<file path="src/sv/ile_pkg.sv">
`timescale 1ns / 1ps
// ----------------------------------------------------------------------------
// Indexed list engine package
// Shared widths, operation and status codes, and the command and status
// bundles that pass between the controller and the datapath.
// ----------------------------------------------------------------------------
package ile_pkg;

  // Storage geometry.
  localparam int CAPACITY   = 64;
  localparam int DATA_WIDTH = 32;
  localparam int ADDR_W     = 6;
  localparam int CNT_W      = 7;

  localparam logic [CNT_W-1:0] CAP_CNT = 7'(CAPACITY);

  // Operation codes carried by an input item.
  typedef enum logic [2:0] {
    OP_PUSH_HEAD = 3'd0,
    OP_PUSH_TAIL = 3'd1,
    OP_INSERT    = 3'd2,
    OP_EXTRACT   = 3'd3,
    OP_SWAP      = 3'd4,
    OP_POP_HEAD  = 3'd5,
    OP_POP_TAIL  = 3'd6
  } op_t;

  // Result status codes.
  typedef enum logic [1:0] {
    ST_OK        = 2'd0,
    ST_EMPTY     = 2'd1,
    ST_FULL      = 2'd2,
    ST_BAD_INDEX = 2'd3
  } status_t;

  // Kind of storage work an accepted item needs.
  typedef enum logic [1:0] {
    ACT_NONE,
    ACT_INS,
    ACT_REM,
    ACT_SWAP
  } act_t;

  // Controller states.
  typedef enum logic [3:0] {
    S_IDLE,
    S_DECIDE,
    S_SHUP,
    S_WR_WORD,
    S_TAKE,
    S_SHDN,
    S_SW_RDB,
    S_SW_WA,
    S_SW_WB,
    S_RESULT
  } state_t;

  // Datapath step requested by the controller.
  typedef enum logic [3:0] {
    CMD_IDLE,
    CMD_DECIDE,
    CMD_SHUP,
    CMD_WR_WORD,
    CMD_TAKE,
    CMD_SHDN,
    CMD_SW_RDB,
    CMD_SW_WA,
    CMD_SW_WB,
    CMD_RESULT
  } step_t;

  typedef struct packed {
    logic  load;
    step_t step;
  } ctrl_cmd_t;

  typedef struct packed {
    act_t act;
    logic shup_done;
    logic shdn_done;
    logic out_free;
  } dp_status_t;

endpackage

</file>
<file path="src/sv/ile_ctrl.sv">
`timescale 1ns / 1ps
// ----------------------------------------------------------------------------
// Indexed list engine controller
// Sequences one item at a time through decode, shifting or swapping, and
// the hand-off of its result to the output register.
// ----------------------------------------------------------------------------
module ile_ctrl import ile_pkg::*; (
  input  logic       clk,
  input  logic       rst_n,
  input  logic       in_valid,
  output logic       in_ready,
  input  dp_status_t dp_status,
  output ctrl_cmd_t  cmd
);

  state_t state_r, state_nxt;

  // State register.
  always_ff @(posedge clk) begin
    if (!rst_n) begin
      state_r <= S_IDLE;
    end else begin
      state_r <= state_nxt;
    end
  end

  // Next state.
  always_comb begin
    state_nxt = state_r;
    case (state_r)
      S_IDLE: begin
        if (in_valid) state_nxt = S_DECIDE;
      end
      S_DECIDE: begin
        case (dp_status.act)
          ACT_INS:  state_nxt = S_SHUP;
          ACT_REM:  state_nxt = S_TAKE;
          ACT_SWAP: state_nxt = S_SW_RDB;
          default:  state_nxt = S_RESULT;
        endcase
      end
      S_SHUP: begin
        if (dp_status.shup_done) state_nxt = S_WR_WORD;
      end
      S_WR_WORD: state_nxt = S_RESULT;
      S_TAKE:    state_nxt = S_SHDN;
      S_SHDN: begin
        if (dp_status.shdn_done) state_nxt = S_RESULT;
      end
      S_SW_RDB: state_nxt = S_SW_WA;
      S_SW_WA:  state_nxt = S_SW_WB;
      S_SW_WB:  state_nxt = S_RESULT;
      S_RESULT: begin
        if (dp_status.out_free) state_nxt = S_IDLE;
      end
      default: state_nxt = S_IDLE;
    endcase
  end

  // Outputs.
  always_comb begin
    in_ready = 1'b0;
    cmd.load = 1'b0;
    cmd.step = CMD_IDLE;
    case (state_r)
      S_IDLE: begin
        in_ready = 1'b1;
        cmd.load = in_valid;
      end
      S_DECIDE:  cmd.step = CMD_DECIDE;
      S_SHUP:    cmd.step = CMD_SHUP;
      S_WR_WORD: cmd.step = CMD_WR_WORD;
      S_TAKE:    cmd.step = CMD_TAKE;
      S_SHDN:    cmd.step = CMD_SHDN;
      S_SW_RDB:  cmd.step = CMD_SW_RDB;
      S_SW_WA:   cmd.step = CMD_SW_WA;
      S_SW_WB:   cmd.step = CMD_SW_WB;
      S_RESULT:  cmd.step = CMD_RESULT;
      default:   cmd.step = CMD_IDLE;
    endcase
  end

endmodule

</file>
<file path="src/sv/ile_datapath.sv">
`timescale 1ns / 1ps
// ----------------------------------------------------------------------------
// Indexed list engine datapath
// Holds the entry memory, the count, the captured item and the result
// register, and carries out the step that the controller requests.
// ----------------------------------------------------------------------------
module ile_datapath import ile_pkg::*; (
  input  logic                    clk,
  input  logic                    rst_n,
  input  ctrl_cmd_t               cmd,
  output dp_status_t              dp_status,
  input  logic [2:0]              in_operation,
  input  logic signed [31:0]      in_element_value,
  input  logic [CNT_W-1:0]        in_position_a,
  input  logic [ADDR_W-1:0]       in_position_b,
  output logic                    out_valid,
  input  logic                    out_ready,
  output logic signed [31:0]      out_removed_value,
  output logic [1:0]              out_status,
  output logic [CNT_W-1:0]        out_entry_count
);

  // Entry storage, one write and one registered read per cycle.
  logic [DATA_WIDTH-1:0] mem [CAPACITY];
  logic [DATA_WIDTH-1:0] rd_data_r;
  logic                  rd_en, wr_en;
  logic [ADDR_W-1:0]     rd_addr, wr_addr;
  logic [DATA_WIDTH-1:0] wr_data;

  // Captured item and working registers.
  op_t                   op_r;
  logic [DATA_WIDTH-1:0] word_r;
  logic [CNT_W-1:0]      pa_r;
  logic [ADDR_W-1:0]     pb_r;
  logic [CNT_W-1:0]      cnt_r;
  logic [CNT_W-1:0]      idx_r;
  logic [CNT_W-1:0]      pos_r;
  logic                  pend_r;
  logic [DATA_WIDTH-1:0] tmp_r;
  logic [DATA_WIDTH-1:0] rem_r;
  status_t               status_r;

  // Result register.
  logic                  out_valid_r;
  logic [31:0]           out_removed_r;
  status_t               out_status_r;
  logic [CNT_W-1:0]      out_count_r;

  // Decode results.
  act_t                  act_calc;
  status_t               st_calc;
  logic [CNT_W-1:0]      pos_calc;
  logic                  full, empty;
  logic [CNT_W-1:0]      idx_inc, idx_dec, idx_dec2;
  logic                  more_rd;
  logic                  result_load;

  assign full     = (cnt_r == CAP_CNT);
  assign empty    = (cnt_r == '0);
  assign idx_inc  = idx_r + 7'd1;
  assign idx_dec  = idx_r - 7'd1;
  assign idx_dec2 = idx_r - 7'd2;
  assign more_rd  = (idx_r < cnt_r);

  // Decide the outcome and the position for the captured item.
  always_comb begin
    act_calc = ACT_NONE;
    st_calc  = ST_OK;
    pos_calc = '0;
    case (op_r)
      OP_PUSH_HEAD: begin
        if (full) st_calc = ST_FULL;
        else act_calc = ACT_INS;
      end
      OP_PUSH_TAIL: begin
        pos_calc = cnt_r;
        if (full) st_calc = ST_FULL;
        else act_calc = ACT_INS;
      end
      OP_INSERT: begin
        pos_calc = pa_r;
        if (pa_r > cnt_r) st_calc = ST_BAD_INDEX;
        else if (full) st_calc = ST_FULL;
        else act_calc = ACT_INS;
      end
      OP_EXTRACT: begin
        pos_calc = pa_r;
        if (empty) st_calc = ST_EMPTY;
        else if (pa_r >= cnt_r) st_calc = ST_BAD_INDEX;
        else act_calc = ACT_REM;
      end
      OP_SWAP: begin
        pos_calc = pa_r;
        if (pa_r >= cnt_r || {1'b0, pb_r} >= cnt_r) st_calc = ST_BAD_INDEX;
        else act_calc = ACT_SWAP;
      end
      OP_POP_HEAD: begin
        if (empty) st_calc = ST_EMPTY;
        else act_calc = ACT_REM;
      end
      OP_POP_TAIL: begin
        pos_calc = cnt_r - 7'd1;
        if (empty) st_calc = ST_EMPTY;
        else act_calc = ACT_REM;
      end
      default: st_calc = ST_BAD_INDEX;
    endcase
  end

  // Status back to the controller.
  assign result_load         = (cmd.step == CMD_RESULT) && dp_status.out_free;
  assign dp_status.act       = act_calc;
  assign dp_status.shup_done = (idx_r == pos_r);
  assign dp_status.shdn_done = !pend_r && !more_rd;
  assign dp_status.out_free  = !out_valid_r || out_ready;

  // Memory port selection for each step.
  always_comb begin
    rd_en   = 1'b0;
    rd_addr = '0;
    wr_en   = 1'b0;
    wr_addr = '0;
    wr_data = rd_data_r;
    case (cmd.step)
      CMD_DECIDE: begin
        // Removal reads its first entry now; swap reads its first position.
        rd_en   = (act_calc == ACT_REM) || (act_calc == ACT_SWAP);
        rd_addr = pos_calc[ADDR_W-1:0];
      end
      CMD_SHUP: begin
        // Write the word read last cycle one place up, read the next lower.
        wr_en   = pend_r;
        wr_addr = idx_inc[ADDR_W-1:0];
        rd_en   = !dp_status.shup_done;
        rd_addr = idx_dec[ADDR_W-1:0];
      end
      CMD_WR_WORD: begin
        wr_en   = 1'b1;
        wr_addr = pos_r[ADDR_W-1:0];
        wr_data = word_r;
      end
      CMD_TAKE, CMD_SHDN: begin
        // Write the word read last cycle one place down, read the next higher.
        wr_en   = pend_r;
        wr_addr = idx_dec2[ADDR_W-1:0];
        rd_en   = more_rd;
        rd_addr = idx_r[ADDR_W-1:0];
      end
      CMD_SW_RDB: begin
        rd_en   = 1'b1;
        rd_addr = pb_r;
      end
      CMD_SW_WA: begin
        wr_en   = 1'b1;
        wr_addr = pa_r[ADDR_W-1:0];
      end
      CMD_SW_WB: begin
        wr_en   = 1'b1;
        wr_addr = pb_r;
        wr_data = tmp_r;
      end
      default: begin
        rd_en = 1'b0;
      end
    endcase
  end

  // Entry memory.
  always_ff @(posedge clk) begin
    if (wr_en) mem[wr_addr] <= wr_data;
    if (rd_en) rd_data_r <= mem[rd_addr];
  end

  // Control state: count, pending write flag and result valid.
  always_ff @(posedge clk) begin
    if (!rst_n) begin
      cnt_r       <= '0;
      pend_r      <= 1'b0;
      out_valid_r <= 1'b0;
    end else begin
      case (cmd.step)
        CMD_DECIDE:  pend_r <= 1'b0;
        CMD_SHUP:    pend_r <= !dp_status.shup_done;
        CMD_WR_WORD: cnt_r  <= cnt_r + 7'd1;
        CMD_TAKE:    pend_r <= more_rd;
        CMD_SHDN: begin
          pend_r <= more_rd;
          if (dp_status.shdn_done) cnt_r <= cnt_r - 7'd1;
        end
        default: pend_r <= pend_r;
      endcase
      if (result_load) out_valid_r <= 1'b1;
      else if (out_ready) out_valid_r <= 1'b0;
    end
  end

  // Item capture and working payload registers.
  always_ff @(posedge clk) begin
    if (cmd.load) begin
      op_r   <= op_t'(in_operation);
      word_r <= in_element_value[DATA_WIDTH-1:0];
      pa_r   <= in_position_a;
      pb_r   <= in_position_b;
    end
    case (cmd.step)
      CMD_DECIDE: begin
        pos_r    <= pos_calc;
        status_r <= st_calc;
        rem_r    <= '0;
        if (act_calc == ACT_INS) idx_r <= cnt_r;
        else idx_r <= pos_calc + 7'd1;
      end
      CMD_SHUP: begin
        if (!dp_status.shup_done) idx_r <= idx_dec;
      end
      CMD_TAKE: begin
        rem_r <= rd_data_r;
        if (more_rd) idx_r <= idx_inc;
      end
      CMD_SHDN: begin
        if (more_rd) idx_r <= idx_inc;
      end
      CMD_SW_RDB: tmp_r <= rd_data_r;
      default: tmp_r <= tmp_r;
    endcase
    if (result_load) begin
      out_removed_r <= rem_r;
      out_status_r  <= status_r;
      out_count_r   <= cnt_r;
    end
  end

  assign out_valid         = out_valid_r;
  assign out_removed_value = out_removed_r;
  assign out_status        = out_status_r;
  assign out_entry_count   = out_count_r;

endmodule

</file>
<file path="src/sv/indexed_list_engine.sv">
`timescale 1ns / 1ps
// ----------------------------------------------------------------------------
// Indexed list engine
// Bounded ordered list of signed words with push, pop, insert, extract and
// swap, one result per item.
// ----------------------------------------------------------------------------
// The block takes one item at a time and returns one result for it. The
// entries sit in a single-port-write, registered-read memory, so insert and
// extract move one entry per cycle: an insert or push at position p with n
// entries held moves the n - p entries at and above p one place up, and an
// extract or pop moves those above p one place down. An item waits in its
// result step while the previous result still sits unaccepted in the output
// register. A finished result waits in the output register while the next
// item is already taken in.
// ----------------------------------------------------------------------------
module indexed_list_engine import ile_pkg::*; (
  input  logic                clk,
  input  logic                rst_n,
  input  logic                in_valid,
  output logic                in_ready,
  input  logic [2:0]          in_operation,
  input  logic signed [31:0]  in_element_value,
  input  logic [CNT_W-1:0]    in_position_a,
  input  logic [ADDR_W-1:0]   in_position_b,
  output logic                out_valid,
  input  logic                out_ready,
  output logic signed [31:0]  out_removed_value,
  output logic [1:0]          out_status,
  output logic [CNT_W-1:0]    out_entry_count
);

  ctrl_cmd_t  cmd;
  dp_status_t dp_status;

  // Sequencer.
  ile_ctrl u_ctrl (
    .clk       (clk),
    .rst_n     (rst_n),
    .in_valid  (in_valid),
    .in_ready  (in_ready),
    .dp_status (dp_status),
    .cmd       (cmd)
  );

  // Storage and result path.
  ile_datapath u_dp (
    .clk               (clk),
    .rst_n             (rst_n),
    .cmd               (cmd),
    .dp_status         (dp_status),
    .in_operation      (in_operation),
    .in_element_value  (in_element_value),
    .in_position_a     (in_position_a),
    .in_position_b     (in_position_b),
    .out_valid         (out_valid),
    .out_ready         (out_ready),
    .out_removed_value (out_removed_value),
    .out_status        (out_status),
    .out_entry_count   (out_entry_count)
  );

endmodule

</file>
<file path="config.mk">
export PLATFORM = sky130hd
export DESIGN_NAME = indexed_list_engine
export DESIGN_NICKNAME = d
export VERILOG_FILES = /design/src/sv/ile_pkg.sv /design/src/sv/ile_ctrl.sv /design/src/sv/ile_datapath.sv /design/src/sv/indexed_list_engine.sv
export SDC_FILE = /design/constraint.sdc
export NUM_CORES = 2
export LEC_CHECK = 0
export ABC_AREA = 1
export BUFFER_PORTS_ARGS = -buffer_cell sky130_fd_sc_hd__clkbuf_2
export CAP_MARGIN = 30
export CORE_ASPECT_RATIO = 1.25
export CORE_MARGIN = 8
export CORE_UTILIZATION = 25
export CTS_CLUSTER_DIAMETER = 40
export DETAILED_ROUTE_END_ITERATION = 7
export PLACE_DENSITY = 0.46
export SLEW_MARGIN = 15
export SYNTH_ARGS = -nofsm -noshare
export SYNTH_HDL_FRONTEND = slang
export SYNTH_SLANG_ARGS = --single-unit
</file>
<file path="constraint.sdc">
create_clock -name clk -period 4.2 [get_ports clk]
set_input_delay 0.42 -clock clk [delete_from_list [all_inputs] [get_ports clk]]
set_output_delay 0.42 -clock clk [all_outputs]
set_load 0.1 [all_outputs]
</file>
# After elaboration in Yosys (flattened, before gate mapping)
# Memories as Yosys holds them, arrays and structs flattened. A register that Yosys moved wholly into a read port is not among the register bits.
# Cells that the tools add are included.
# word_totals
mem_bits_rw,2048
regBits,182
wordCells,130
output_inout_bits,43
input_bits,52
mem_count,1
# op_classes
n_lt_le_gt_ge,4
n_mux,41
n_addsub,6
n_reduce_logical,26
n_eq_ne,36
# memory_table
name,words,width,rd,rd_ports_with_merged_regs,write_ports,line_no,source
u_dp.mem,64,32,1,1,1,ile_datapath.sv:24,logic [DATA_WIDTH-1:0] mem [CAPACITY];
# ops
operator,count
case mux 32 bit (2 select lines),2
case mux 4 bit (9 select lines),2
case mux 7 bit (3 select lines),2
"== test 4 x 3 -> 1 bit, second input constant",8
case mux 6 bit (5 select lines),1
2-to-1 mux 7 bit,4
case mux 6 bit (4 select lines),1
"adder 7 x 1 -> 7 bit, second input constant",3
2-to-1 mux 2 bit,10
case mux 2 bit (5 select lines),2
"== test 4 x 2 -> 1 bit, second input constant",4
"== test 4 bit, second input constant",4
2-to-1 mux 4 bit,4
case mux 7 bit (2 select lines),1
"subtractor 7 x 1 -> 7 bit, second input constant",2
case mux 4 bit (3 select lines),1
"== test 3 bit, second input constant",3
OR reduction 3 bit,3
"== test 4 x 1 -> 1 bit, second input constant",2
2-to-1 mux 1 bit,8
"!= test 2 bit, second input constant",4
OR reduction 2 bit,4
== test 7 bit,1
"== test 7 bit, second input constant",1
other kinds (24),36

# Logic depth before layout (Yosys ltp)
# logic_depth
word_depth,7
depth_mapped,20

# Hierarchy
# From an unflattened synthesis, not the netlist that was laid out.
# hier_totals
cells_unflattened,8910
area_unflattened_um2,99387.8
# modules_own_cells
mod,area_per_inst_um2,cells_each,instances,seq_area_each_um2
ile_datapath,99036.2,8855,1,67714.9
ile_ctrl,351.6,55,1,80.1

# Worst setup path before layout
# Ideal clock, no wire load.
# synth_timing
path_kind,register to register
start,register u_dp.idx_r[2]
end,memory u_dp.mem[0][0] (enable)
path_slack_ns,0.573
stages_incl_launch_ff,10
arrival_ns,3.206
required_ns,3.779
path_cell_list,edfxtp_1 buf_2 inv_1 ha_1 nand2_1 inv_1 nor3_1 nor4_1 nand2_1 nor2_1
# synth_via
elab_chain_len,2
word_cells_on_any_way,3
classes_between,2 x add/sub; 1 x mux
# synth_lines
element,line_no,source
start: declaration,ile_datapath.sv:36,logic [CNT_W-1:0] idx_r;
start signal: assignment,ile_datapath.sv:210,if (act_calc == ACT_INS) idx_r <= cnt_r;
start signal: assignment,ile_datapath.sv:211,else idx_r <= pos_calc + 7'd1;
start signal: assignment,ile_datapath.sv:214,if (!dp_status.shup_done) idx_r <= idx_dec;
adder 7 x 1 -> 7 bit or subtractor 6 x 2 -> 6 bit (tied branches),"ile_datapath.sv:60, ile_datapath.sv:62",
case mux 6 bit (5 select lines) *,ile_datapath.sv:124,case (cmd.step)
end: declaration,ile_datapath.sv:24,
# Every way passes the cells marked *; elsewhere a longest branch is shown, timed or not.

# Worst setup path after layout
# layout_timing
start,register u_dp.cnt_r[1]
end,register u_dp.rd_data_r[19] (read register of u_dp.mem) (data pin)
# layout_via
word_cells_on_any_way,21
classes_between,1 x add/sub; 4 x order compare; 3 x eq/ne; 10 x mux; 3 x reduce/logical
# layout_lines
element,line_no,source
start: declaration,ile_datapath.sv:35,logic [CNT_W-1:0] cnt_r;
start signal: assignment,ile_datapath.sv:184,CMD_WR_WORD: cnt_r <= cnt_r + 7'd1;
start signal: assignment,ile_datapath.sv:188,if (dp_status.shdn_done) cnt_r <= cnt_r - 7'd1;
subtractor 7 x 1 -> 7 bit,ile_datapath.sv:102,pos_calc = cnt_r - 7'd1;
case mux 7 bit (3 select lines),ile_datapath.sv:70,case (op_r)
via u_dp.pos_calc[2],ile_datapath.sv:52,logic [CNT_W-1:0] pos_calc;
case mux 6 bit (4 select lines),ile_datapath.sv:124,
end: declaration,ile_datapath.sv:25,logic [DATA_WIDTH-1:0] rd_data_r;
# The timed path passes the listed nets, and every way through them passes these cells.
# A chain may end at the register's enable or synchronous reset.

==> metrics.md <==
| Metric | Value |
|---|---|
| Bufs and invs on worst path | 3 |
| CP most frequent cell | nand2_1 |
| Peak VDD IR | about 0.31 mV |
| Placed cell area | 106000 µm² |
| Crit path launch type | register |
| Sw Ratio | 0.356 |
| Worst-margin pin slew | 1110 ps |
| Inserted Clock Buffers | a little under 300 |
| Number of remaining DRC errors | 0 |
| Final hold violations | 0 |
| Cell Area, Synth | approximately 97000 µm² |
| Clock Skew | a little under 60 ps |
| CTS sink count | about 2300 |
| # port buffers | 94 |
| Post-synth EDFFs | between 2000 and 2500 |
| Final Cycle Share | 0.987 |
| First-pass GRT wire length | ~470 mm |
| Worst Setup End Kind | register |
| CP top delay family | simple AND/OR/NAND/NOR gates |
| Pleak | around 43 nW |
| DP HPWL | around 190 mm |
| Total track usage | 0.153 |
| Post-Syn Area per Cell | around 11 µm² |
| Min-delay src | in_element_value[31] |
| Die Footprint | a little over 400000 µm² |
| Hold Path Class | input pin to register |
| Synth Flop Type | edfxtp_1 |
| Reg2Reg Launch Point | u_dp.cnt_r[1] |
| Die H | around 710 µm |
| P_sw | approximately 26 mW |
| Max-Cap Viols | 0 |
| Hold Path Depth | 2 |
| Share of post-route cells with drive strength above 1 | 0.105 |
| R2r setup slk | between 50 and 60 ps |
| Initial Util | 0.251 |
| Cell chain of the critical path | inv_1 -> ha_1 -> nand2_1 -> nand2_1 -> nand2_1 -> nand3_2 -> nand2_1 -> nand2_8 -> buf_12 -> buf_12 -> nand3_1 -> nand3_1 -> nand3_1 -> nand2_1 -> nand2_1 -> nand2_1 -> nand2_1 -> nand2_1 |
| Levels on crit path | 18 |
| Gate count of the mapped netlist | just under 9000 |
| Count leader, synth | nand2_1 |
| Final instance area | around 120000 µm² |
| Area contributors post-synth | edfxtp_1, nand2_1, nand3_1 |
| Final Setup Violations | 0 |
| Synth cell types | 50 |
| Area Overhead vs Synth | 19.5% |
| Initial antenna violation count | 15 |
| Post-synth ARST share | 0 |
| Congestion Overflow GR | 0 |
| Worst slew margin | 0.263 |
| Sequential area share after synthesis | 0.698 |
| CTS tree | built |
| Critical Path RT | between 4000 and 5000 ps |
| Status | completed |
| Drt first pass iters | 8 |
| Crit path max-delay cell type | dfxtp_1 |
| Top cell type's share of synthesized area | 0.695 |
| Layout Nets | around 9000 |
| Cell internal pwr | approximately 47 mW |
| Number of synthesized register bits | roughly 2300 |
| CP peak stage delay | 470 ps |
| Root buf cell | clkbuf_16 |
| Via density | 4.60 |
| Ports | between 90 and 100 |
| CTS max path bufs | 4 |
| Post-Route Setup TNS | 0 ps |
| Number of DRC violations after detailed-routing iteration 0 | ~6000 |
| Rows | 256 |
| WL/cell | around 23 µm |
| PD cells | roughly 630 nW/µm² |
| Number of global-route vias before repair | 65642 |
| Worst Path Max Fanout | between 50 and 60 |
| Critical path type | register to register |
| Post-layout util | 0.299 |
| Synth Warn # | 0 |
| CTS H-tree lvls | 5 |
| WHS Endpoint | u_dp.word_r[31] |
| Remaining antenna violation count after routing | 0 |
| Worst Setup SP | u_dp.cnt_r[1] |
| Clk network pwr share | 0.339 |
| Final Critical Period | 4150 ps |
| Largest area contributor in the netlist | edfxtp_1 |
| Worst r2r path cells | 18 |
| Largest net degree at the start of global routing | roughly 150 |
| Fmax | around 0.24 GHz |
| Combinational power share | 0.278 |
| Die width | 574 µm |
| Routed WL | 325 mm |
| Routability cong. | ~0.83 |
| Overall Power | 72.8 mW |
| Final Max Tran Viols | 0 |
| Critical Path AT | approximately 4700 ps |
| Clock-pin slew on the worst setup and hold paths | approximately 60 ps |
| Core ar. | approximately 390000 µm² |
| Clk Latency, worst-skew pair | ~870 ps |
| Vias | approximately 66000 |
| Flop pwr share | 0.383 |
| Synth cell count leaders | nand2_1, edfxtp_1, nand3_1 |
| Worst r2r dst | u_dp.rd_data_r[19] |
| Mapped Nets | a little under 9000 |
## registers in the layout (all words and copies together), names as in the netlist, 32 cells and up
name / flops
u_dp.mem: 2048
u_dp.out_removed_value: 32
u_dp.rd_data_r: 32
u_dp.rem_r: 32
u_dp.tmp_r: 32
u_dp.word_r: 32
## cell type report
| cell class | count | area, µm² |
|---|---|---|
| Timing Repair Buffer | 444 | 4900 |
| Fill cell | 39379 | 272000 |
| Clock inverter | 197 | 1930 |
| Clock buffer | 330 | 7580 |
| Tap cell | 5160 | 6460 |
| Antenna cell | 8 | 20.0 |
| Sequential cell | 2262 | 67800 |
| Multi-Input combinational cell | 5221 | 24700 |
| Inverter | 740 | 2800 |
## worst register-to-register path: stages (launching register included)
cell and delay, ps:
dfxtp_1 470, inv_1 180, ha_1 260, nand2_1 80, nand2_1 80, nand2_1 80, nand3_2 310, nand2_1 310
nand2_8 130, buf_12 210, buf_12 410, nand3_1 150, nand3_1 80, nand3_1 110, nand2_1 60, nand2_1 220
nand2_1 100, nand2_1 470, nand2_1 140
## worst max path at each step
stage	end	slack, ps
floorplan	u_dp.mem[0][0]	570
global placement	u_dp.mem[44][12]	-370
detailed placement	u_dp.rd_data_r[13]	-220
CTS	u_dp.mem[57][21]	3
global route	u_dp.rd_data_r[13]	-7
finish	u_dp.rd_data_r[19]	50
## power groups by stage
| stage | clock network, mW | registers [mW] | logic [mW] |
|---|---|---|---|
| after CTS | 25.2 | 27.8 | 20.3 |
| after detailed placement | 0 | 28.3 | 20.2 |
| final | 24.7 | 27.8 | 20.2 |
| after global placement | 0 | 28.3 | 20.2 |
| after global routing | 26.0 | 27.9 | 21.8 |
| after floorplan | 0 | 28.4 | 10.9 |
## per-layer routing
metal	global-route usage	share of wire
met5	0	0.000083
met4	0.0538	0.035
met3	0.0183	0.054
met2	0.267	0.49
met1	0.195	0.42
## placed cells by master (no fill, tap or decap), types with 45 or more instances in the layout
cell,Yosys,final
edfxtp_1,2249,2249
nand2_1,2674,2673
inv_1,726,725
inv_6,0,45
nor2_4,0,67
nand3b_1,380,380
buf_12,0,132
clkbuf_16,0,298
dlygate4sd3_1,0,52
clkbuf_2,0,94
nand3_1,1737,1724
buf_4,26,164
nor2_1,211,143
## timing repair
item | in CTS | in global routing
gates cloned | 0 | 1
endpoints found under the hold margin | 61 | 0
pin swaps | 0 | 1
setup buffers | 0 | 0
endpoints found under the setup margin | 4 | 20
resized for setup | 4 | 9
hold buffers | 52 | 0
## logic make-up after synthesis
logic type	Yosys count	share of synthesized area
AO/OA/AOI/OAI	126	0.00825
adder cells (fa/ha/maj)	28	0.00360
buffers and inverters	1279	0.0555
AND/OR/NAND/NOR	5044	0.233
XOR/XNOR	22	0.00198
flip-flops	2262	0.698
## through the flow
step / setup WS, ps / hold WS, ps / instances
6_report: 52.9 / 285 / 14362
4_1_cts: 3.30 / 202 / 14351
3_3_place_gp: -373 / 406 / 13765
3_5_place_dp: -225 / 405 / 13772
2_1_floorplan: 573 / 400 / 8761
5_1_grt: -6.66 / 250 / 14355
No activity file was read; power rests on OpenSTA's default activity.
